$ cat src/rtl/rational_arith_unit_assert.svh
// Assertion macros for the rational arithmetic unit.
`ifndef RATIONAL_ARITH_UNIT_ASSERT_SVH
`define RATIONAL_ARITH_UNIT_ASSERT_SVH

// Same-cycle implication, disabled while reset is asserted.
`define RAU_ASSERT_IMPL(lbl, clk, rst_n, ante, cons, msg) \
  lbl: assert property (@(posedge clk) disable iff (!rst_n) (ante) |-> (cons)) \
    else $error(msg);

// Next-cycle implication, disabled while reset is asserted.
`define RAU_ASSERT_NEXT(lbl, clk, rst_n, ante, cons, msg) \
  lbl: assert property (@(posedge clk) disable iff (!rst_n) (ante) |=> (cons)) \
    else $error(msg);

`endif

$ cat src/rtl/rau_pkg.sv
// Package with widths, operation codes and word types of the rational arithmetic unit.
`timescale 1ns / 1ps

package rau_pkg;

  // Operand field width and derived internal magnitude width.
  localparam int OperandWidth = 16;
  localparam int MagW         = 2 * OperandWidth;
  localparam int ReqTypeW     = 3;
  localparam int ResNumW      = 33;
  localparam int ResDenW      = 31;

  // Operation codes.
  typedef enum logic [ReqTypeW-1:0] {
    OP_NORM = 3'd0,
    OP_ADD  = 3'd1,
    OP_SUB  = 3'd2,
    OP_MUL  = 3'd3,
    OP_DIV  = 3'd4,
    OP_EQ   = 3'd5
  } op_e;

  // Request word.
  typedef struct packed {
    logic [ReqTypeW-1:0]            req_type;
    logic signed [OperandWidth-1:0] lhs_num;
    logic signed [OperandWidth-1:0] lhs_den;
    logic signed [OperandWidth-1:0] rhs_num;
    logic signed [OperandWidth-1:0] rhs_den;
  } in_t;

  // Result word.
  typedef struct packed {
    logic signed [ResNumW-1:0] res_num;
    logic [ResDenW-1:0]        res_den;
    logic                      equal;
    logic                      error;
  } out_t;

endpackage

$ cat src/rtl/rational_arith_unit.sv
// Rational arithmetic unit: cross products, binary GCD reduction and exact division.
`timescale 1ns / 1ps
`include "rational_arith_unit_assert.svh"

// A request is taken when start_i is high and busy_o is low. Its result word
// appears on res_o with done_o high for exactly one cycle; the receiver cannot
// hold it off, so it must capture it in that cycle. Compare requests and unused
// operation codes finish without leaving idle (done_o follows the accepting edge).
// Normalize skips the products; add and subtract run three 16-step shift-add
// products, multiply and divide two, each after a setup state (S_LOAD). Reduction then
// runs a binary GCD loop, one halving or one subtract per cycle, whose length
// depends on the data, and two 32-step restoring divisions by the GCD. A zero
// numerator or zero denominator skips the reduction: done_o is then raised from
// S_CHECK, which follows the last product, or which directly follows acceptance
// in the normalize case.
module rational_arith_unit (
  input  logic          clk_i,
  input  logic          rst_ni,
  input  logic          start_i,
  output logic          busy_o,
  input  rau_pkg::in_t  in_i,
  output logic          done_o,
  output rau_pkg::out_t res_o
);
  import rau_pkg::*;

  localparam int CntW = $clog2(MagW);

  typedef enum logic [2:0] {
    S_IDLE,
    S_LOAD,
    S_MUL,
    S_CHECK,
    S_GCD,
    S_DIVN,
    S_DIVD
  } state_e;

  typedef enum logic [1:0] {
    SLOT_TERM0,
    SLOT_TERM1,
    SLOT_DEN
  } slot_e;

  // Two's complement field to magnitude; the most negative value maps correctly.
  function automatic logic [OperandWidth-1:0] mag_of(input logic [OperandWidth-1:0] v);
    return v[OperandWidth-1] ? (~v + 1'b1) : v;
  endfunction

  state_e                  state_q;
  slot_e                   slot_q;
  op_e                     op_q;
  logic [CntW-1:0]         cnt_q;
  logic                    done_q;
  out_t                    res_q;

  // Operand magnitudes and signs.
  logic [OperandWidth-1:0] ln_mag_q, ld_mag_q, rn_mag_q, rd_mag_q;
  logic                    ln_neg_q, ld_neg_q, rn_neg_q, rd_neg_q;

  // Shift-add multiplier.
  logic [MagW-1:0]         mc_q;
  logic [OperandWidth-1:0] mp_q;
  logic [MagW-1:0]         acc_q;
  logic                    sgn_q;

  // Raw fraction, GCD pair and divider.
  logic [MagW-1:0]         num_q, den_q;
  logic                    num_neg_q, den_neg_q;
  logic [MagW-1:0]         u_q, v_q;
  logic [MagW-1:0]         rem_q, quo_q;

  // Combinational helpers.
  logic [OperandWidth-1:0] sel_x_mag, sel_y_mag;
  logic                    sel_x_neg, sel_y_neg;
  logic [MagW-1:0]         acc_nx;
  logic [MagW-1:0]         sadd_mag;
  logic                    sadd_neg;
  logic [MagW:0]           trial, tdiff;
  logic                    dge;
  logic [MagW-1:0]         rem_nx, quo_nx;
  logic [ResNumW-1:0]      num_pos, num_out;
  logic                    accept;

  assign accept = start_i && !busy_o;
  assign busy_o = (state_q != S_IDLE);
  assign done_o = done_q;
  assign res_o  = res_q;

  // Operand pair for the product slot being set up.
  always_comb begin
    unique case (slot_q)
      SLOT_TERM0: begin
        sel_x_mag = ln_mag_q;
        sel_x_neg = ln_neg_q;
        sel_y_mag = (op_q == OP_MUL) ? rn_mag_q : rd_mag_q;
        sel_y_neg = (op_q == OP_MUL) ? rn_neg_q : rd_neg_q;
      end
      SLOT_TERM1: begin
        sel_x_mag = rn_mag_q;
        sel_x_neg = rn_neg_q;
        sel_y_mag = ld_mag_q;
        sel_y_neg = ld_neg_q;
      end
      default: begin
        sel_x_mag = ld_mag_q;
        sel_x_neg = ld_neg_q;
        sel_y_mag = (op_q == OP_DIV) ? rn_mag_q : rd_mag_q;
        sel_y_neg = (op_q == OP_DIV) ? rn_neg_q : rd_neg_q;
      end
    endcase
  end

  // One shift-add step.
  assign acc_nx = acc_q + (mp_q[0] ? mc_q : '0);

  // Sign-magnitude sum of the first term and the finished second product.
  always_comb begin
    if (num_neg_q == sgn_q) begin
      sadd_mag = num_q + acc_nx;
      sadd_neg = num_neg_q;
    end else if (num_q >= acc_nx) begin
      sadd_mag = num_q - acc_nx;
      sadd_neg = num_neg_q;
    end else begin
      sadd_mag = acc_nx - num_q;
      sadd_neg = sgn_q;
    end
  end

  // Restoring divider step, divisor is the GCD in u_q.
  assign trial  = {rem_q, quo_q[MagW-1]};
  assign dge    = (trial >= {1'b0, u_q});
  assign tdiff  = trial - {1'b0, u_q};
  assign rem_nx = dge ? tdiff[MagW-1:0] : trial[MagW-1:0];
  assign quo_nx = {quo_q[MagW-2:0], dge};

  // Signed result numerator from the reduced magnitude.
  assign num_pos = ResNumW'(num_q);
  assign num_out = num_neg_q ? (~num_pos + 1'b1) : num_pos;

  // Sequencer and datapath registers.
  always_ff @(posedge clk_i or negedge rst_ni) begin
    if (!rst_ni) begin
      state_q   <= S_IDLE;
      slot_q    <= SLOT_TERM0;
      op_q      <= OP_NORM;
      cnt_q     <= '0;
      done_q    <= 1'b0;
      res_q     <= '0;
      ln_mag_q  <= '0;
      ld_mag_q  <= '0;
      rn_mag_q  <= '0;
      rd_mag_q  <= '0;
      ln_neg_q  <= 1'b0;
      ld_neg_q  <= 1'b0;
      rn_neg_q  <= 1'b0;
      rd_neg_q  <= 1'b0;
      mc_q      <= '0;
      mp_q      <= '0;
      acc_q     <= '0;
      sgn_q     <= 1'b0;
      num_q     <= '0;
      den_q     <= '0;
      num_neg_q <= 1'b0;
      den_neg_q <= 1'b0;
      u_q       <= '0;
      v_q       <= '0;
      rem_q     <= '0;
      quo_q     <= '0;
    end else begin
      done_q <= 1'b0;
      unique case (state_q)
        S_IDLE: begin
          if (accept) begin
            op_q     <= op_e'(in_i.req_type);
            ln_mag_q <= mag_of(in_i.lhs_num);
            ld_mag_q <= mag_of(in_i.lhs_den);
            rn_mag_q <= mag_of(in_i.rhs_num);
            rd_mag_q <= mag_of(in_i.rhs_den);
            ln_neg_q <= in_i.lhs_num[OperandWidth-1];
            ld_neg_q <= in_i.lhs_den[OperandWidth-1];
            rn_neg_q <= in_i.rhs_num[OperandWidth-1];
            rd_neg_q <= in_i.rhs_den[OperandWidth-1];
            slot_q   <= SLOT_TERM0;
            case (op_e'(in_i.req_type))
              OP_NORM: begin
                num_q     <= MagW'(mag_of(in_i.lhs_num));
                den_q     <= MagW'(mag_of(in_i.lhs_den));
                num_neg_q <= in_i.lhs_num[OperandWidth-1];
                den_neg_q <= in_i.lhs_den[OperandWidth-1];
                state_q   <= S_CHECK;
              end
              OP_ADD, OP_SUB, OP_MUL, OP_DIV: begin
                state_q <= S_LOAD;
              end
              OP_EQ: begin
                done_q        <= 1'b1;
                res_q.res_num <= '0;
                res_q.res_den <= ResDenW'(1);
                res_q.error   <= 1'b0;
                res_q.equal   <= (in_i.lhs_num == in_i.rhs_num) &&
                                 (in_i.lhs_den == in_i.rhs_den);
              end
              default: begin
                done_q        <= 1'b1;
                res_q.res_num <= '0;
                res_q.res_den <= ResDenW'(1);
                res_q.error   <= 1'b0;
                res_q.equal   <= 1'b0;
              end
            endcase
          end
        end

        // Set up the multiplier for the current slot.
        S_LOAD: begin
          mc_q    <= MagW'(sel_x_mag);
          mp_q    <= sel_y_mag;
          acc_q   <= '0;
          sgn_q   <= sel_x_neg ^ sel_y_neg ^ ((slot_q == SLOT_TERM1) && (op_q == OP_SUB));
          cnt_q   <= CntW'(OperandWidth - 1);
          state_q <= S_MUL;
        end

        // One multiplier bit per cycle; route the product when done.
        S_MUL: begin
          acc_q <= acc_nx;
          mc_q  <= mc_q << 1;
          mp_q  <= mp_q >> 1;
          cnt_q <= cnt_q - 1'b1;
          if (cnt_q == '0) begin
            case (slot_q)
              SLOT_TERM0: begin
                num_q     <= acc_nx;
                num_neg_q <= sgn_q;
                slot_q    <= (op_q == OP_ADD || op_q == OP_SUB) ? SLOT_TERM1 : SLOT_DEN;
                state_q   <= S_LOAD;
              end
              SLOT_TERM1: begin
                num_q     <= sadd_mag;
                num_neg_q <= sadd_neg;
                slot_q    <= SLOT_DEN;
                state_q   <= S_LOAD;
              end
              default: begin
                den_q     <= acc_nx;
                den_neg_q <= sgn_q;
                state_q   <= S_CHECK;
              end
            endcase
          end
        end

        // Zero numerator and zero denominator cases, else start the GCD.
        S_CHECK: begin
          if (num_q == '0 || den_q == '0) begin
            done_q        <= 1'b1;
            res_q.res_num <= '0;
            res_q.res_den <= ResDenW'(1);
            res_q.equal   <= 1'b0;
            res_q.error   <= (num_q != '0);
            state_q       <= S_IDLE;
          end else begin
            u_q       <= num_q;
            v_q       <= den_q;
            num_neg_q <= num_neg_q ^ den_neg_q;
            state_q   <= S_GCD;
          end
        end

        // Binary GCD; common factors of two are stripped from the fraction too.
        S_GCD: begin
          if (u_q == v_q) begin
            rem_q   <= '0;
            quo_q   <= num_q;
            cnt_q   <= CntW'(MagW - 1);
            state_q <= S_DIVN;
          end else if (!u_q[0] && !v_q[0]) begin
            u_q   <= u_q >> 1;
            v_q   <= v_q >> 1;
            num_q <= num_q >> 1;
            den_q <= den_q >> 1;
          end else if (!u_q[0]) begin
            u_q <= u_q >> 1;
          end else if (!v_q[0]) begin
            v_q <= v_q >> 1;
          end else if (u_q > v_q) begin
            u_q <= u_q - v_q;
          end else begin
            v_q <= v_q - u_q;
          end
        end

        // Numerator divided by the GCD, one quotient bit per cycle.
        S_DIVN: begin
          rem_q <= rem_nx;
          quo_q <= quo_nx;
          cnt_q <= cnt_q - 1'b1;
          if (cnt_q == '0) begin
            num_q   <= quo_nx;
            rem_q   <= '0;
            quo_q   <= den_q;
            cnt_q   <= CntW'(MagW - 1);
            state_q <= S_DIVD;
          end
        end

        // Denominator divided by the GCD, then the result word.
        S_DIVD: begin
          rem_q <= rem_nx;
          quo_q <= quo_nx;
          cnt_q <= cnt_q - 1'b1;
          if (cnt_q == '0) begin
            done_q        <= 1'b1;
            res_q.res_num <= num_out;
            res_q.res_den <= ResDenW'(quo_nx);
            res_q.equal   <= 1'b0;
            res_q.error   <= 1'b0;
            state_q       <= S_IDLE;
          end
        end

        default: begin
          state_q <= S_IDLE;
        end
      endcase
    end
  end

  // Checks.
  `RAU_ASSERT_IMPL(a_den_nonzero, clk_i, rst_ni, done_o, res_o.res_den != '0,
                   "result denominator is zero")
  `RAU_ASSERT_IMPL(a_error_result, clk_i, rst_ni, done_o && res_o.error,
                   res_o.res_num == '0 && res_o.res_den == ResDenW'(1) && !res_o.equal,
                   "error result is not 0/1")
  `RAU_ASSERT_NEXT(a_accept_progress, clk_i, rst_ni, start_i && !busy_o,
                   done_o || busy_o, "accepted request neither done nor in progress")
  `RAU_ASSERT_IMPL(a_gcd_nonzero, clk_i, rst_ni, state_q == S_GCD,
                   u_q != '0 && v_q != '0, "GCD operand reached zero")

endmodule
$ cat config.mk
export PLATFORM = sky130hd
export DESIGN_NAME = rational_arith_unit
export DESIGN_NICKNAME = d
export VERILOG_FILES = /design/src/rtl/rau_pkg.sv /design/src/rtl/rational_arith_unit.sv
export VERILOG_INCLUDE_DIRS = /design/src /design/src/rtl
export SDC_FILE = /design/constraint.sdc
export NUM_CORES = 2
export LEC_CHECK = 0
export ABC_AREA = 1
export BUFFER_PORTS_ARGS = -buffer_cell sky130_fd_sc_hd__buf_2
export CORE_UTILIZATION = 60
export CTS_CLUSTER_DIAMETER = 40
export DETAILED_ROUTE_END_ITERATION = 8
export GPL_TIMING_DRIVEN = 0
export PLACE_DENSITY = 0.81
export SETUP_SLACK_MARGIN = 0.05
export SYNTH_ARGS = -nofsm -noshare
export SYNTH_HDL_FRONTEND = slang
export SYNTH_SLANG_ARGS = --single-unit
$ cat constraint.sdc
create_clock -name clk_i -period 6.35 [get_ports clk_i]
set_input_delay 0.3175 -clock clk_i [delete_from_list [all_inputs] [get_ports clk_i]]
set_output_delay 0.3175 -clock clk_i [all_outputs]
set_load 0.02 [all_outputs]
==> flow_metrics.env <==
export IMPL_cts_clk_slew_worst_paths_ns=0.06
export IMPL_cp_end_kind="flop"
export IMPL_fillers=5585
export IMPL_finalMaxSlewViolations=0
export IMPL_cts_made_buffers=73
export IMPL_dp_hpwl_mm=128
export IMPL_rsz0062_at_grt="false"
export IMPL_synth_nets=6168
export IMPL_crit_top_cell="nand2_1"
export IMPL_antenna_found_initial=5
export IMPL_netlist_instances=5860
export IMPL_stdcell_area_um2=42300
export IMPL_r2r_start="mp_q[0]"
export IMPL_finClkSkew_ns=0.0332
export IMPL_ys_flop_type="dfrtp_1"
export IMPL_hp_class="in2reg"
export IMPL_dr_pass1_iters=9
export IMPL_synth_warning_count=0
export IMPL_rows=91
export IMPL_drive_gt1_share_pct=8.18
export IMPL_wl_mm=161
export IMPL_grt_pass1_wl_mm=237
export IMPL_synth_edf_count=0
export IMPL_clock_sinks=423
export IMPL_synth_area_per_cell_um2=6.47
export IMPL_postLayoutCoreUtil_pct=68.2
export IMPL_layout_commonest_cell="nand2_1"
export IMPL_run_status="finished, final reports clean"
export IMPL_slew_headroom_pct=27.0
export IMPL_die_x_um=253
export IMPL_drt_vias_per_instance=6.18
export IMPL_wl_per_cell_um=23.0
export IMPL_slowest_delay_ns=0.63
export IMPL_vias=43100
export IMPL_placement_cell_area_um2=39800
export IMPL_h_tree_depth=3
export IMPL_crit_path_max_fanout=10
export IMPL_fin_cells=6976
export IMPL_cts_tree="done"
export IMPL_fin_crit_sh_pct=95.1
export IMPL_pin_count=138
export IMPL_holdCritStartpoint="in_i[16]"
export IMPL_grt_max_degree=98
export IMPL_cp_slowest_cell="dfrtp_1"
export IMPL_die_area_um2=64200
export IMPL_postRouteAntennaNets=0
export IMPL_cts_root_buffer="clkbuf_16"
export IMPL_critPathKind="reg2reg"
export IMPL_ys_seq_elements=423
export IMPL_syn_area_um2=37900
export IMPL_clk_path_buf_depth=3
export IMPL_max_freq_mhz=166
export IMPL_dp_cells=6836
export IMPL_place_congestion=1.14
export IMPL_grt_remaining_overflow=0
export IMPL_drtIter0Drc=6351
export IMPL_ys_types=68
export IMPL_post_route_drc_count=0
export IMPL_die_h_um=253
export IMPL_async_flop_share_pct=100
export IMPL_layout_common_cells="nand2_1 (1825), inv_1 (745), o21ai_0 (445)"
export IMPL_start_util_pct=61.1
export IMPL_seq_area_frac_synth_pct=27.9
export IMPL_port_buffers=135
export IMPL_core_um2=62100
export IMPL_tightestPinTransition_ns=1.10
export IMPL_cap_violations=0
export IMPL_clock_latency_ns=0.65
export IMPL_syn_to_final_growth_pct=11.7
export IMPL_grt_usage_pct=49.5
export IMPL_report_final_setup_viol=0
export IMPL_post_cts_repair_setup_buffers=0
export IMPL_cp_start_kind="flop"
export IMPL_arrival_ns=6.56
export IMPL_min_period_ns=6.04
export IMPL_required_ns=6.87
export IMPL_startpoint="mp_q[0]"
export IMPL_grt_pass1_vias=39400
export IMPL_finalNetCount=6385
export IMPL_finalHoldViolCount=0
kinds of logic after synthesis:
group | count (synthesis) | synth area share, %
fa+ha+maj | 238 | 7.99
mux | 2 | 0.0528
compound gates | 1252 | 18.5
buf+inv | 1001 | 10.6
simple gates | 2711 | 29.5
xor+xnor | 233 | 5.38
flops | 423 | 27.9
worst paths after layout:
kind / endpoint / slack (ns) / cells past startpoint
max: num_q[31] / 0.31 / 32
min: rn_mag_q[0] / 0.01 / 3
max reg2reg: num_q[31] / 0.31 / 32
min reg2reg: res_o[10] / 0.47 / 2
max in group asynchronous: res_o[60] / 4.24 / 5
min in group asynchronous: rd_mag_q[13] / 0.25 / 2
Yosys cell counts (8+ instances only):
master,number,area [um^2]
nor4_1,15,93.8
nand4_1,59,369
clkbuf_1,112,420
a21o_1,27,203
xnor2_1,73,639
nor2_4,9,101
o211ai_1,18,135
nand3_1,270,1350
nand3_2,9,90.1
dfrtp_1,423,10600
buf_4,27,203
a22oi_1,20,150
nor2_2,14,87.6
nor3_1,52,260
inv_2,24,90.1
o221ai_1,23,201
buf_1,8,30.0
buf_2,59,295
o21ai_2,10,87.6
a31oi_1,15,93.8
a221oi_1,10,87.6
buf_6,12,135
a21oi_1,388,1940
nor2_1,387,1450
clkinv_1,10,37.5
nand3b_1,13,97.6
or2_2,17,106
a211oi_1,8,60.1
nand2_1,1826,6850
a21boi_0,11,82.6
o21a_1,10,75.1
ha_1,231,2890
nand2_2,21,131
inv_1,745,2800
xor2_1,160,1400
o21ai_1,129,646
o22ai_1,75,469
o21bai_1,27,203
o21ai_0,446,2230
flip-flops by register name, indices dropped and copies added, names as in the netlist, 32 cells and up:
signal / cells
res_o: 66
acc_q: 32
den_q: 32
mc_q: 32
num_q: 32
quo_q: 32
rem_q: 32
u_q: 32
v_q: 32
final cells by class:
class	instances	area (um^2)	area share, %
Clock inverter	46	531	1.25
Buffer	221	1100	2.60
Tap cell	837	1050	2.47
Antenna cell	3	7.51	0.0177
Inverter	779	2920	6.91
Clock buffer	88	2010	4.74
Timing Repair Buffer	143	836	1.97
Multi-Input combinational cell	4436	23300	55.0
Sequential cell	423	10600	25.0
per-stage QoR:
| step | TNS, ns | setup slack (ns) | hold WS (ns) |
|---|---|---|---|
| 2_1_floorplan | 0 | 2.12 | 0.0219 |
| 3_3_place_gp | -1468.78 | -3.57 | 0.460 |
| 3_5_place_dp | 0 | 0.416 | 0.346 |
| 4_1_cts | 0 | 0.374 | 0.00504 |
| 5_1_grt | 0 | 0.0693 | 0.0541 |
| 6_report | 0 | 0.311 | 0.0117 |
critical path, delay by kind of cell, from the launching register on:
kind | cells | cell delay, ns
flops | 1 | 0.63
fa+ha+maj | 2 | 0.58
buf+inv | 5 | 1.14
compound gates | 2 | 0.47
simple gates | 23 | 3.07
per-layer routing:
metal / track usage, % / vias up / wire length (um)
met5: 0 / - / 81
met4: 32.9 / 6 / 12500
met3: 18.6 / 689 / 24700
met2: 68.5 / 3184 / 62700
met1: 63.7 / 19800 / 60800
li1: - / 19400 / -
timing repair:
action	in CTS	in global routing
gates resized for setup	0	4
hold buffers	4	0
setup endpoints to repair	0	31
endpoints found under the hold margin	86	0
Power is left out: the tool's default activity adds up to more than one toggle a clock period on the data nets, which glitch-free logic cannot reach.
